[src/rtl/arc_vertex_generator_macros.svh]
// assertion macros shared by the arc vertex generator rtl
`ifndef ARC_VERTEX_GENERATOR_MACROS_SVH
`define ARC_VERTEX_GENERATOR_MACROS_SVH

// same-cycle implication, checked at every rising edge outside reset
`define AVG_ASSERT_IMPLY(label, clk, rst, ante, cons, msg) \
  label: assert property (@(posedge clk) disable iff (rst) (ante) |-> (cons)) \
    else $error(msg);

// next-cycle implication, checked at every rising edge outside reset
`define AVG_ASSERT_NEXT(label, clk, rst, ante, cons, msg) \
  label: assert property (@(posedge clk) disable iff (rst) (ante) |=> (cons)) \
    else $error(msg);

`endif

[src/rtl/avg_pkg.sv]
// types, constants and tables shared by the arc vertex generator
`timescale 1ns / 1ps
`default_nettype none

package avg_pkg;

  // item field widths
  localparam int ANGLE_W  = 16;
  localparam int RADIUS_W = 16;
  localparam int SEG_W    = 6;
  localparam int COORD_W  = 16;

  // defaults for the top level parameters
  localparam int MAX_SEGMENTS_DEF = 62;
  localparam int CORDIC_STEPS_DEF = 16;

  // internal widths
  localparam int SPAN_W     = 15;                // a full turn in q3.12 fits
  localparam int ACC_W      = 18;                // start plus i*step
  localparam int Z_W        = 34;                // residual angle, q.28
  localparam int XY_W       = 32;                // rotator vector, q.30
  localparam int ATAN_IDX_W = 5;
  localparam int PROD_W     = RADIUS_W + XY_W;
  localparam int OUT_SHIFT  = 30;
  localparam int SCALED_W   = PROD_W - OUT_SHIFT;

  // angle limits in q3.12
  localparam logic signed [ANGLE_W-1:0] TWO_PI_Q12     = 16'sd25736;
  localparam logic signed [ANGLE_W-1:0] NEG_TWO_PI_Q12 = -16'sd25736;
  localparam logic [SPAN_W-1:0]         FULL_SPAN      = 15'd25736;

  // rotator constants in q.28 and q.30
  localparam logic signed [Z_W-1:0]  PI_W          = 34'sd843314857;
  localparam logic signed [Z_W-1:0]  NEG_PI_W      = -34'sd843314857;
  localparam logic signed [Z_W-1:0]  TWO_PI_W      = 34'sd1686629713;
  localparam logic signed [Z_W-1:0]  HALF_PI_W     = 34'sd421657428;
  localparam logic signed [Z_W-1:0]  NEG_HALF_PI_W = -34'sd421657428;
  localparam logic signed [XY_W-1:0] GAIN_Q30      = 32'sd652032874;

  // result status codes
  typedef enum logic [2:0] {
    STATUS_OK         = 3'd0,
    STATUS_BAD_START  = 3'd1,
    STATUS_BAD_END    = 3'd2,
    STATUS_BAD_RADIUS = 3'd3,
    STATUS_ZERO_SEG   = 3'd4
  } status_t;

  typedef struct packed {
    logic signed [ANGLE_W-1:0]  start_angle;
    logic signed [ANGLE_W-1:0]  end_angle;
    logic signed [RADIUS_W-1:0] arc_radius;
    logic [SEG_W-1:0]           segments;
  } request_t;

  typedef struct packed {
    logic signed [COORD_W-1:0] point_x;
    logic signed [COORD_W-1:0] point_y;
    status_t                   status;
    logic                      last;
  } vertex_t;

  // rotator handshake back to the sequencer
  typedef struct packed {
    logic busy;
    logic done;
  } cordic_status_t;

  typedef enum logic [2:0] {
    S_IDLE,
    S_CHECK,
    S_ERROR,
    S_DIVIDE,
    S_POINT,
    S_WAIT,
    S_EMIT,
    S_REPEAT
  } seq_state_t;

  typedef enum logic [2:0] {
    C_IDLE,
    C_REDUCE,
    C_FOLD,
    C_ROTATE,
    C_SCALE_X,
    C_SCALE_Y,
    C_FINISH
  } cordic_state_t;

  // arctangent of 2^-i in q.28
  function automatic logic signed [Z_W-1:0] atan_q28(input logic [ATAN_IDX_W-1:0] idx);
    case (idx)
      5'd0:    atan_q28 = 34'sd210828714;
      5'd1:    atan_q28 = 34'sd124459457;
      5'd2:    atan_q28 = 34'sd65760959;
      5'd3:    atan_q28 = 34'sd33381290;
      5'd4:    atan_q28 = 34'sd16755422;
      5'd5:    atan_q28 = 34'sd8385879;
      5'd6:    atan_q28 = 34'sd4193963;
      5'd7:    atan_q28 = 34'sd2097109;
      5'd8:    atan_q28 = 34'sd1048571;
      5'd9:    atan_q28 = 34'sd524287;
      5'd10:   atan_q28 = 34'sd262144;
      5'd11:   atan_q28 = 34'sd131072;
      5'd12:   atan_q28 = 34'sd65536;
      5'd13:   atan_q28 = 34'sd32768;
      5'd14:   atan_q28 = 34'sd16384;
      5'd15:   atan_q28 = 34'sd8192;
      5'd16:   atan_q28 = 34'sd4096;
      5'd17:   atan_q28 = 34'sd2048;
      5'd18:   atan_q28 = 34'sd1024;
      5'd19:   atan_q28 = 34'sd512;
      5'd20:   atan_q28 = 34'sd256;
      5'd21:   atan_q28 = 34'sd128;
      5'd22:   atan_q28 = 34'sd64;
      5'd23:   atan_q28 = 34'sd32;
      default: atan_q28 = '0;
    endcase
  endfunction

endpackage

`default_nettype wire

[src/rtl/avg_div.sv]
// bit-serial restoring divider for the angle step
`timescale 1ns / 1ps
`default_nettype none

module avg_div (
  input  logic                       clk,
  input  logic                       rst,
  input  logic                       start,
  input  logic [avg_pkg::SPAN_W-1:0] dividend,
  input  logic [avg_pkg::SEG_W-1:0]  divisor,
  output logic                       done,
  output logic [avg_pkg::SPAN_W-1:0] quotient
);

  localparam int SPAN_W = avg_pkg::SPAN_W;
  localparam int SEG_W  = avg_pkg::SEG_W;
  localparam int CNT_W  = $clog2(SPAN_W);

  logic              busy;
  logic [CNT_W-1:0]  count;
  logic [SPAN_W-1:0] quo;
  logic [SEG_W-1:0]  rem;
  logic [SEG_W-1:0]  dsr;
  logic [SEG_W:0]    trial;
  logic              fits;
  logic [SEG_W:0]    rem_next;

  // one quotient bit per cycle, dividend shifts out of the quotient register
  always_comb begin
    trial    = {rem, quo[SPAN_W-1]};
    fits     = trial >= {1'b0, dsr};
    rem_next = fits ? trial - {1'b0, dsr} : trial;
  end

  always_ff @(posedge clk) begin
    if (rst) begin
      busy <= 1'b0;
      done <= 1'b0;
    end else begin
      done <= 1'b0;
      if (start) begin
        busy <= 1'b1;
      end else if (busy && count == '0) begin
        busy <= 1'b0;
        done <= 1'b1;
      end
    end
  end

  always_ff @(posedge clk) begin
    if (start) begin
      quo   <= dividend;
      dsr   <= divisor;
      rem   <= '0;
      count <= CNT_W'(SPAN_W - 1);
    end else if (busy) begin
      quo   <= {quo[SPAN_W-2:0], fits};
      rem   <= rem_next[SEG_W-1:0];
      count <= count - 1'b1;
    end
  end

  assign quotient = quo;

endmodule

`default_nettype wire

[src/rtl/avg_cordic.sv]
// shared rotation cordic with angle reduction and radius scaling
`timescale 1ns / 1ps
`default_nettype none

module avg_cordic #(
  parameter int CORDIC_STEPS = avg_pkg::CORDIC_STEPS_DEF
) (
  input  logic                                clk,
  input  logic                                rst,
  input  logic                                start,
  input  logic signed [avg_pkg::ACC_W-1:0]    angle,
  input  logic signed [avg_pkg::RADIUS_W-1:0] radius,
  output avg_pkg::cordic_status_t             stat,
  output logic signed [avg_pkg::COORD_W-1:0]  point_x,
  output logic signed [avg_pkg::COORD_W-1:0]  point_y
);

  localparam int Z_W        = avg_pkg::Z_W;
  localparam int XY_W       = avg_pkg::XY_W;
  localparam int ACC_W      = avg_pkg::ACC_W;
  localparam int RADIUS_W   = avg_pkg::RADIUS_W;
  localparam int COORD_W    = avg_pkg::COORD_W;
  localparam int PROD_W     = avg_pkg::PROD_W;
  localparam int OUT_SHIFT  = avg_pkg::OUT_SHIFT;
  localparam int SCALED_W   = avg_pkg::SCALED_W;
  localparam int ATAN_IDX_W = avg_pkg::ATAN_IDX_W;
  localparam int IW         = $clog2(CORDIC_STEPS);
  localparam int Z_SHIFT    = Z_W - ACC_W;

  localparam logic [IW-1:0] LAST_STEP = IW'(CORDIC_STEPS - 1);
  localparam logic signed [PROD_W-1:0] ROUND_BIAS =
    {{(PROD_W - OUT_SHIFT){1'b0}}, 1'b1, {(OUT_SHIFT - 1){1'b0}}};
  localparam logic signed [SCALED_W-1:0] SAT_HI =
    {{(SCALED_W - COORD_W + 1){1'b0}}, {(COORD_W - 1){1'b1}}};
  localparam logic signed [SCALED_W-1:0] SAT_LO =
    {{(SCALED_W - COORD_W + 1){1'b1}}, {(COORD_W - 1){1'b0}}};

  avg_pkg::cordic_state_t state, state_next;

  logic signed [Z_W-1:0]      z;
  logic signed [XY_W-1:0]     x;
  logic signed [XY_W-1:0]     y;
  logic                       neg;
  logic [IW-1:0]              step_idx;
  logic signed [RADIUS_W-1:0] radius_r;
  logic signed [PROD_W-1:0]   prod;
  logic signed [COORD_W-1:0]  px;
  logic signed [COORD_W-1:0]  py;

  logic                       z_hi;
  logic                       z_lo;
  logic signed [XY_W-1:0]     dx;
  logic signed [XY_W-1:0]     dy;
  logic signed [Z_W-1:0]      at;
  logic signed [XY_W-1:0]     c_base;
  logic signed [XY_W-1:0]     c_sel;

  // round half up, drop the q.30 fraction and clamp to q8.8
  function automatic logic signed [COORD_W-1:0] saturate(input logic signed [PROD_W-1:0] p);
    logic signed [PROD_W-1:0]   r;
    logic signed [SCALED_W-1:0] s;
    r = p + ROUND_BIAS;
    s = r[PROD_W-1:OUT_SHIFT];
    if (s > SAT_HI) begin
      saturate = SAT_HI[COORD_W-1:0];
    end else if (s < SAT_LO) begin
      saturate = SAT_LO[COORD_W-1:0];
    end else begin
      saturate = s[COORD_W-1:0];
    end
  endfunction

  // shared shift, add and compare terms
  always_comb begin
    z_hi   = z > avg_pkg::PI_W;
    z_lo   = z < avg_pkg::NEG_PI_W;
    dx     = y >>> step_idx;
    dy     = x >>> step_idx;
    at     = avg_pkg::atan_q28(ATAN_IDX_W'(step_idx));
    c_base = (state == avg_pkg::C_SCALE_X) ? x : y;
    c_sel  = neg ? -c_base : c_base;
  end

  // next state
  always_comb begin
    state_next = state;
    case (state)
      avg_pkg::C_IDLE:    if (start) state_next = avg_pkg::C_REDUCE;
      avg_pkg::C_REDUCE:  if (!z_hi && !z_lo) state_next = avg_pkg::C_FOLD;
      avg_pkg::C_FOLD:    state_next = avg_pkg::C_ROTATE;
      avg_pkg::C_ROTATE:  if (step_idx == LAST_STEP) state_next = avg_pkg::C_SCALE_X;
      avg_pkg::C_SCALE_X: state_next = avg_pkg::C_SCALE_Y;
      avg_pkg::C_SCALE_Y: state_next = avg_pkg::C_FINISH;
      avg_pkg::C_FINISH:  state_next = avg_pkg::C_IDLE;
      default:            state_next = avg_pkg::C_IDLE;
    endcase
  end

  // status outputs
  always_comb begin
    stat.busy = state != avg_pkg::C_IDLE;
    stat.done = state == avg_pkg::C_FINISH;
  end

  always_ff @(posedge clk) begin
    if (rst) begin
      state <= avg_pkg::C_IDLE;
    end else begin
      state <= state_next;
    end
  end

  // datapath
  always_ff @(posedge clk) begin
    case (state)
      avg_pkg::C_IDLE: begin
        if (start) begin
          z        <= {angle, {Z_SHIFT{1'b0}}};
          x        <= avg_pkg::GAIN_Q30;
          y        <= '0;
          neg      <= 1'b0;
          step_idx <= '0;
          radius_r <= radius;
        end
      end
      avg_pkg::C_REDUCE: begin
        // bring the angle into plus or minus pi
        if (z_hi) begin
          z <= z - avg_pkg::TWO_PI_W;
        end else if (z_lo) begin
          z <= z + avg_pkg::TWO_PI_W;
        end
      end
      avg_pkg::C_FOLD: begin
        // fold into the right half plane, negating the result
        if (z > avg_pkg::HALF_PI_W) begin
          z   <= z - avg_pkg::PI_W;
          neg <= 1'b1;
        end else if (z < avg_pkg::NEG_HALF_PI_W) begin
          z   <= z + avg_pkg::PI_W;
          neg <= 1'b1;
        end
      end
      avg_pkg::C_ROTATE: begin
        if (!z[Z_W-1]) begin
          x <= x - dx;
          y <= y + dy;
          z <= z - at;
        end else begin
          x <= x + dx;
          y <= y - dy;
          z <= z + at;
        end
        step_idx <= step_idx + 1'b1;
      end
      avg_pkg::C_SCALE_X: begin
        prod <= PROD_W'(radius_r) * PROD_W'(c_sel);
      end
      avg_pkg::C_SCALE_Y: begin
        prod <= PROD_W'(radius_r) * PROD_W'(c_sel);
        px   <= saturate(prod);
      end
      avg_pkg::C_FINISH: begin
        py <= saturate(prod);
      end
      default: begin
        neg <= 1'b0;
      end
    endcase
  end

  assign point_x = px;
  assign point_y = py;

endmodule

`default_nettype wire

[src/rtl/arc_vertex_generator.sv]
// top level of the arc vertex generator: request checks, sequencer and output register
//
// channel   dir   handshake                        payload
// request   in    request_valid / request_stall    avg_pkg::request_t
// vertex    out   vertex_valid / vertex_stall      avg_pkg::vertex_t
//
// a good request with n segments yields n + 1 points, one more for a full circle;
// per point the shared cordic reduces the angle into plus or minus pi, folds it, runs
// the rotations and two multiplies, and the step divider runs once before the first point
// rst is synchronous and clears the sequencer, rotator and divider control and vertex_valid
// a stalled vertex holds in the output register while the sequencer waits to load the next
// request_stall is low only while the sequencer is idle
`timescale 1ns / 1ps
`default_nettype none

`include "arc_vertex_generator_macros.svh"

module arc_vertex_generator #(
  parameter int MAX_SEGMENTS = avg_pkg::MAX_SEGMENTS_DEF,
  parameter int CORDIC_STEPS = avg_pkg::CORDIC_STEPS_DEF
) (
  input  logic              clk,
  input  logic              rst,
  input  logic              request_valid,
  output logic              request_stall,
  input  avg_pkg::request_t request,
  output logic              vertex_valid,
  input  logic              vertex_stall,
  output avg_pkg::vertex_t  vertex
);

  localparam int ANGLE_W    = avg_pkg::ANGLE_W;
  localparam int SEG_W      = avg_pkg::SEG_W;
  localparam int SPAN_W     = avg_pkg::SPAN_W;
  localparam int ACC_W      = avg_pkg::ACC_W;
  localparam int COORD_W    = avg_pkg::COORD_W;
  localparam int SPAN_CMP_W = ANGLE_W + 1;

  localparam logic [SEG_W-1:0]      SEG_CAP   = SEG_W'(MAX_SEGMENTS);
  localparam logic [SPAN_CMP_W-1:0] FULL_WIDE = SPAN_CMP_W'(avg_pkg::FULL_SPAN);

  avg_pkg::seq_state_t     state, state_next;
  avg_pkg::request_t       req_r;
  avg_pkg::status_t        chk_status;
  avg_pkg::vertex_t        out_item;
  avg_pkg::cordic_status_t cordic_stat;

  logic [SEG_W-1:0]            seg_r;
  logic                        full_r;
  logic [SPAN_W-1:0]           step_r;
  logic signed [ACC_W-1:0]     angle_r;
  logic [SEG_W-1:0]            idx;
  logic signed [COORD_W-1:0]   first_x;
  logic signed [COORD_W-1:0]   first_y;

  logic                        accept;
  logic                        out_free;
  logic                        out_load;
  logic                        div_start;
  logic                        div_done;
  logic [SPAN_W-1:0]           div_quotient;
  logic                        cordic_start;
  logic signed [COORD_W-1:0]   cordic_x;
  logic signed [COORD_W-1:0]   cordic_y;

  logic signed [SPAN_CMP_W-1:0] diff;
  logic [SPAN_CMP_W-1:0]        span_abs;
  logic                         full_chk;
  logic [SPAN_W-1:0]            span_eff;
  logic [SEG_W-1:0]             seg_eff;
  logic                         last_point;

  // request checks in priority order, span and clamped segment count
  always_comb begin
    if (req_r.start_angle >= avg_pkg::TWO_PI_Q12 ||
        req_r.start_angle <= avg_pkg::NEG_TWO_PI_Q12) begin
      chk_status = avg_pkg::STATUS_BAD_START;
    end else if (req_r.end_angle >= avg_pkg::TWO_PI_Q12 ||
                 req_r.end_angle <= avg_pkg::NEG_TWO_PI_Q12) begin
      chk_status = avg_pkg::STATUS_BAD_END;
    end else if (req_r.arc_radius[ANGLE_W-1] || req_r.arc_radius == '0) begin
      chk_status = avg_pkg::STATUS_BAD_RADIUS;
    end else if (req_r.segments == '0) begin
      chk_status = avg_pkg::STATUS_ZERO_SEG;
    end else begin
      chk_status = avg_pkg::STATUS_OK;
    end
    diff     = SPAN_CMP_W'(req_r.end_angle) - SPAN_CMP_W'(req_r.start_angle);
    span_abs = diff[SPAN_CMP_W-1] ? -diff : diff;
    full_chk = span_abs >= FULL_WIDE || span_abs == '0;
    span_eff = full_chk ? avg_pkg::FULL_SPAN : span_abs[SPAN_W-1:0];
    seg_eff  = (req_r.segments > SEG_CAP) ? SEG_CAP : req_r.segments;
  end

  assign out_free   = !vertex_valid || !vertex_stall;
  assign accept     = request_valid && !request_stall;
  assign last_point = idx == seg_r;

  // next state
  always_comb begin
    state_next = state;
    case (state)
      avg_pkg::S_IDLE:   if (request_valid) state_next = avg_pkg::S_CHECK;
      avg_pkg::S_CHECK: begin
        if (chk_status != avg_pkg::STATUS_OK) begin
          state_next = avg_pkg::S_ERROR;
        end else begin
          state_next = avg_pkg::S_DIVIDE;
        end
      end
      avg_pkg::S_ERROR:  if (out_free) state_next = avg_pkg::S_IDLE;
      avg_pkg::S_DIVIDE: if (div_done) state_next = avg_pkg::S_POINT;
      avg_pkg::S_POINT:  state_next = avg_pkg::S_WAIT;
      avg_pkg::S_WAIT:   if (cordic_stat.done) state_next = avg_pkg::S_EMIT;
      avg_pkg::S_EMIT: begin
        if (out_free) begin
          if (!last_point) begin
            state_next = avg_pkg::S_POINT;
          end else if (full_r) begin
            state_next = avg_pkg::S_REPEAT;
          end else begin
            state_next = avg_pkg::S_IDLE;
          end
        end
      end
      avg_pkg::S_REPEAT: if (out_free) state_next = avg_pkg::S_IDLE;
      default:           state_next = avg_pkg::S_IDLE;
    endcase
  end

  // sequencer outputs
  always_comb begin
    request_stall    = state != avg_pkg::S_IDLE;
    div_start        = state == avg_pkg::S_CHECK && chk_status == avg_pkg::STATUS_OK;
    cordic_start     = state == avg_pkg::S_POINT;
    out_load         = 1'b0;
    out_item.point_x = '0;
    out_item.point_y = '0;
    out_item.status  = avg_pkg::STATUS_OK;
    out_item.last    = 1'b1;
    case (state)
      avg_pkg::S_ERROR: begin
        out_load        = out_free;
        out_item.status = chk_status;
      end
      avg_pkg::S_EMIT: begin
        out_load         = out_free;
        out_item.point_x = cordic_x;
        out_item.point_y = cordic_y;
        out_item.last    = last_point && !full_r;
      end
      avg_pkg::S_REPEAT: begin
        out_load         = out_free;
        out_item.point_x = first_x;
        out_item.point_y = first_y;
      end
      default: begin
        out_load = 1'b0;
      end
    endcase
  end

  always_ff @(posedge clk) begin
    if (rst) begin
      state <= avg_pkg::S_IDLE;
    end else begin
      state <= state_next;
    end
  end

  // request capture and per-arc bookkeeping
  always_ff @(posedge clk) begin
    if (accept) begin
      req_r <= request;
    end
    if (div_start) begin
      seg_r   <= seg_eff;
      full_r  <= full_chk;
      angle_r <= ACC_W'(req_r.start_angle);
      idx     <= '0;
    end
    if (state == avg_pkg::S_DIVIDE && div_done) begin
      step_r <= div_quotient;
    end
    if (state == avg_pkg::S_EMIT && out_free) begin
      if (idx == '0) begin
        first_x <= cordic_x;
        first_y <= cordic_y;
      end
      idx     <= idx + 1'b1;
      angle_r <= angle_r + $signed({{(ACC_W - SPAN_W){1'b0}}, step_r});
    end
  end

  // output register
  always_ff @(posedge clk) begin
    if (rst) begin
      vertex_valid <= 1'b0;
    end else if (out_load) begin
      vertex_valid <= 1'b1;
    end else if (!vertex_stall) begin
      vertex_valid <= 1'b0;
    end
  end

  always_ff @(posedge clk) begin
    if (out_load) begin
      vertex <= out_item;
    end
  end

  avg_div u_div (
    .clk      (clk),
    .rst      (rst),
    .start    (div_start),
    .dividend (span_eff),
    .divisor  (seg_eff),
    .done     (div_done),
    .quotient (div_quotient)
  );

  avg_cordic #(
    .CORDIC_STEPS (CORDIC_STEPS)
  ) u_cordic (
    .clk     (clk),
    .rst     (rst),
    .start   (cordic_start),
    .angle   (angle_r),
    .radius  (req_r.arc_radius),
    .stat    (cordic_stat),
    .point_x (cordic_x),
    .point_y (cordic_y)
  );

  // checks on sequencer and unit interplay
  `AVG_ASSERT_IMPLY(a_load_free, clk, rst, out_load, !vertex_valid || !vertex_stall, "vertex overwritten")
  `AVG_ASSERT_IMPLY(a_cordic_idle, clk, rst, cordic_start, !cordic_stat.busy, "cordic started while busy")
  `AVG_ASSERT_NEXT(a_last_idle, clk, rst, out_load && out_item.last, state == avg_pkg::S_IDLE, "no return to idle")
  `AVG_ASSERT_IMPLY(a_div_done, clk, rst, div_done, state == avg_pkg::S_DIVIDE, "stray divider result")

endmodule

`default_nettype wire
[config.mk]
export PLATFORM = sky130hd
export DESIGN_NAME = arc_vertex_generator
export DESIGN_NICKNAME = d
export VERILOG_FILES = /design/src/rtl/avg_pkg.sv /design/src/rtl/avg_div.sv /design/src/rtl/avg_cordic.sv /design/src/rtl/arc_vertex_generator.sv
export VERILOG_INCLUDE_DIRS = /design/src /design/src/rtl
export SDC_FILE = /design/constraint.sdc
export NUM_CORES = 2
export LEC_CHECK = 0
export ABC_AREA = 1
export BUFFER_PORTS_ARGS = -buffer_cell sky130_fd_sc_hd__clkbuf_2
export CORE_MARGIN = 3
export CORE_UTILIZATION = 40
export DETAILED_ROUTE_END_ITERATION = 12
export PLACE_DENSITY_LB_ADDON = 0.12
export SLEW_MARGIN = 10
export SYNTH_ARGS = -nofsm -noshare
export SYNTH_HDL_FRONTEND = slang
export SYNTH_SLANG_ARGS = --single-unit
[constraint.sdc]
create_clock -name clk -period 20.1 [get_ports clk]
set_input_delay 3.015 -clock clk [delete_from_list [all_inputs] [get_ports clk]]
set_output_delay 3.015 -clock clk [all_outputs]
set_load 0.05 [all_outputs]
==> flow_metrics.tcl <==
set metrics [dict create \
    grt_max_degree 113 \
    peakVddDrop_mv 0.107 \
    grt_pass1_vias 41800 \
    path_buf_inv 6 \
    min_from "u_div.quotient[2]" \
    ioPinCount 96 \
    yosys-top-cells-area "edfxtp_1 (22%), fa_1 (20%), nand2_1 (11%)" \
    drc 0 \
    synth_cells 6451 \
    drv_slew 0 \
    firstDrtPassIters 6 \
    rsz0062_at_grt "no" \
    min_path_type "reg2reg" \
    cp-startpoint "u_cordic.state[0]" \
    ys_seq_elements 399 \
    drive_above_1_share_pct 4.93 \
    hold_viol 0 \
    ctsHoldBuffers 0 \
    ys_warn_count 0 \
    area_growth_pct 7.85 \
    port_buffers 95 \
    cp_common_cell "fa_1" \
    die-area_um2 126000 \
    yosysTopAreaCellShare_pct 21.7 \
    dpl.hpwl_mm 129 \
    vias_per_cell 5.26 \
    cts_resized 0 \
    clkLatencyLatePin_ps 650 \
    rows 127 \
    overflow 0 \
    antenna_found_initial 13 \
    nFillCells 12500 \
    critPathMaxFanout 65 \
    finalCritPeriodShare_pct 46.8 \
    wire_per_inst_um 19.7 \
    cts_buffers 50 \
    grt_pass1_wl_mm 248 \
    clk_pin_slew_ps 60 \
    relSlewSlack_pct 9.09 \
    p_per_area_nw_per_um2 46.3 \
    worst_slew_pin_slew_ps 1350 \
    synth_cell_types 66 \
    fin_crit_ps 9410 \
    via_count 42600 \
    drv_cap 0 \
    arrival_ps 9800 \
    synthFlopType "edfxtp_1" \
    synth_edf_count 353 \
    die_y_um 355 \
    ant_nets 0 \
    r2r_start "u_cordic.state[0]" \
    fin_skew_ps 35.0 \
    start_util_pct 40.5 \
    cts_tree "yes" \
    end_kind "flop" \
    fin_nets 7265 \
    syn_avg_cell_area_um2 7.56 \
    netlist_area_um2 48800 \
    synth_top_area_cell "edfxtp_1" \
    yosysSeqAreaShare_pct 23.6 \
    syn_nets 7266 \
    required_ps 20490 \
    synth.most_common_cell "nand2_1" \
    async_flop_share_pct 0 \
    clock_tree.root_cell "clkbuf_16" \
    crit_family "adder cells" \
    wirelength_mm 160 \
    drt_iter0_markers 3221 \
    clkSinkCount 399 \
    die_w_um 355 \
    cp-start-kind "flop" \
    whs_ps 437 \
    htree_levels 2 \
    critPathKind "reg2reg" \
    fmax_ghz 0.106 \
    finalSetupViolCount 0 \
    p_leak_nw 24.5 \
    core_um2 120000 \
    postCtsSetupBuffers 0 \
    slowest_delay_ps 690 \
    place.gp.congestion 0.930 \
    grt_usage_pct 25.3 \
    cp_slowest_cell "xor2_1" \
    tns_ps 0 \
    status "completed" \
    cts.path.max_buffers 3 \
    synth_common_cells "nand2_1 (1387), inv_1 (1192), nor2_1 (643), fa_1 (491), o21ai_0 (474)" \
]
## worst paths after layout
path | endpoint | slack, ps | cells after the start
setup / recovery | u_cordic.prod[42] | 10690 | 38
hold / removal | step_r[2] | 440 | 0
setup reg to reg | u_cordic.prod[42] | 10690 | 38
hold reg to reg | step_r[2] | 440 | 0
## metal layers
metal | global-route usage (%) | routed length (µm) | part of all wire [%] | vias to the layer above
met3 | 3.70 | 10000 | 6.3 | 223
met1 | 35.4 | 73000 | 46 | 20500
met4 | 6.50 | 4320 | 2.7 | 8
met5 | 0 | 47 | 0.029 | -
met2 | 41.0 | 72700 | 45 | 1244
li1 | - | - | - | 20600
## sequential cells by signal (all words and copies together) (netlist names), 18 cells and up
signal / cells
angle_r: 18
u_cordic.prod: 19
u_cordic.z: 34
req_r: 54
u_cordic.y: 32
vertex: 36
u_cordic.x: 32
u_cordic.at: 27
## cell families (layout without fill, tap and decap cells)
logic type / count (synthesis) / in the layout / synth area share [%]
AO/OA/AOI/OAI: 1104 / 1104 / 12.7
XOR/XNOR: 173 / 173 / 3.11
adder cells (fa/ha/maj): 757 / 757 / 27.0
buffers and inverters: 1421 / 1462 / 11.1
flip-flops: 399 / 399 / 23.6
multiplexers: 40 / 40 / 0.821
other: 0 / 5 / 0
AND/OR/NAND/NOR: 2557 / 2557 / 21.7
## layout make-up
type / instances / area, µm² / area share [%]
flip-flops and latches: 399 / 11500 / 21.9
inverters: 1227 / 4610 / 8.75
diodes: 5 / 12.5 / 0.0238
clock buffers: 58 / 1300 / 2.48
clock inverters: 36 / 447 / 0.849
repair buffers: 141 / 821 / 1.56
multi-input cells: 4631 / 31900 / 60.6
well taps: 1612 / 2020 / 3.83
## cell usage in the layout, fill, tap and decap left out, types with 108 or more instances in the layout
cell type  count
xor2_1       108
nand3_1      263
nor2_1       638
a21oi_1      367
o21ai_0      471
fa_1         491
nand2_1     1387
ha_1         266
edfxtp_1     353
inv_1       1190
## stage by stage
stage / area, µm² / cells / utilization [%] / worst slack (ps) / power (W)
finish: 52600 / 8109 / 43.7 / 10690 / 0.00244
global route: 52600 / 8104 / 43.7 / 9910 / 0.00257
CTS: 52600 / 8104 / 43.7 / 10760 / 0.00248
detailed placement: 50900 / 8010 / 42.2 / 10740 / 0.00149
global placement: 50900 / 8010 / 42.2 / 10890 / 0.00148
floorplan: 48800 / 6451 / - / 12440 / 0.00136
## power breakdown
group          internal, W  switching (W)  leakage, nW
Combinational     0.000136       0.000321         20.1
Clock             0.000563       0.000405        0.829
Sequential        0.000973      0.0000391         3.57
Note: power is estimated with default switching activity, not from simulation.
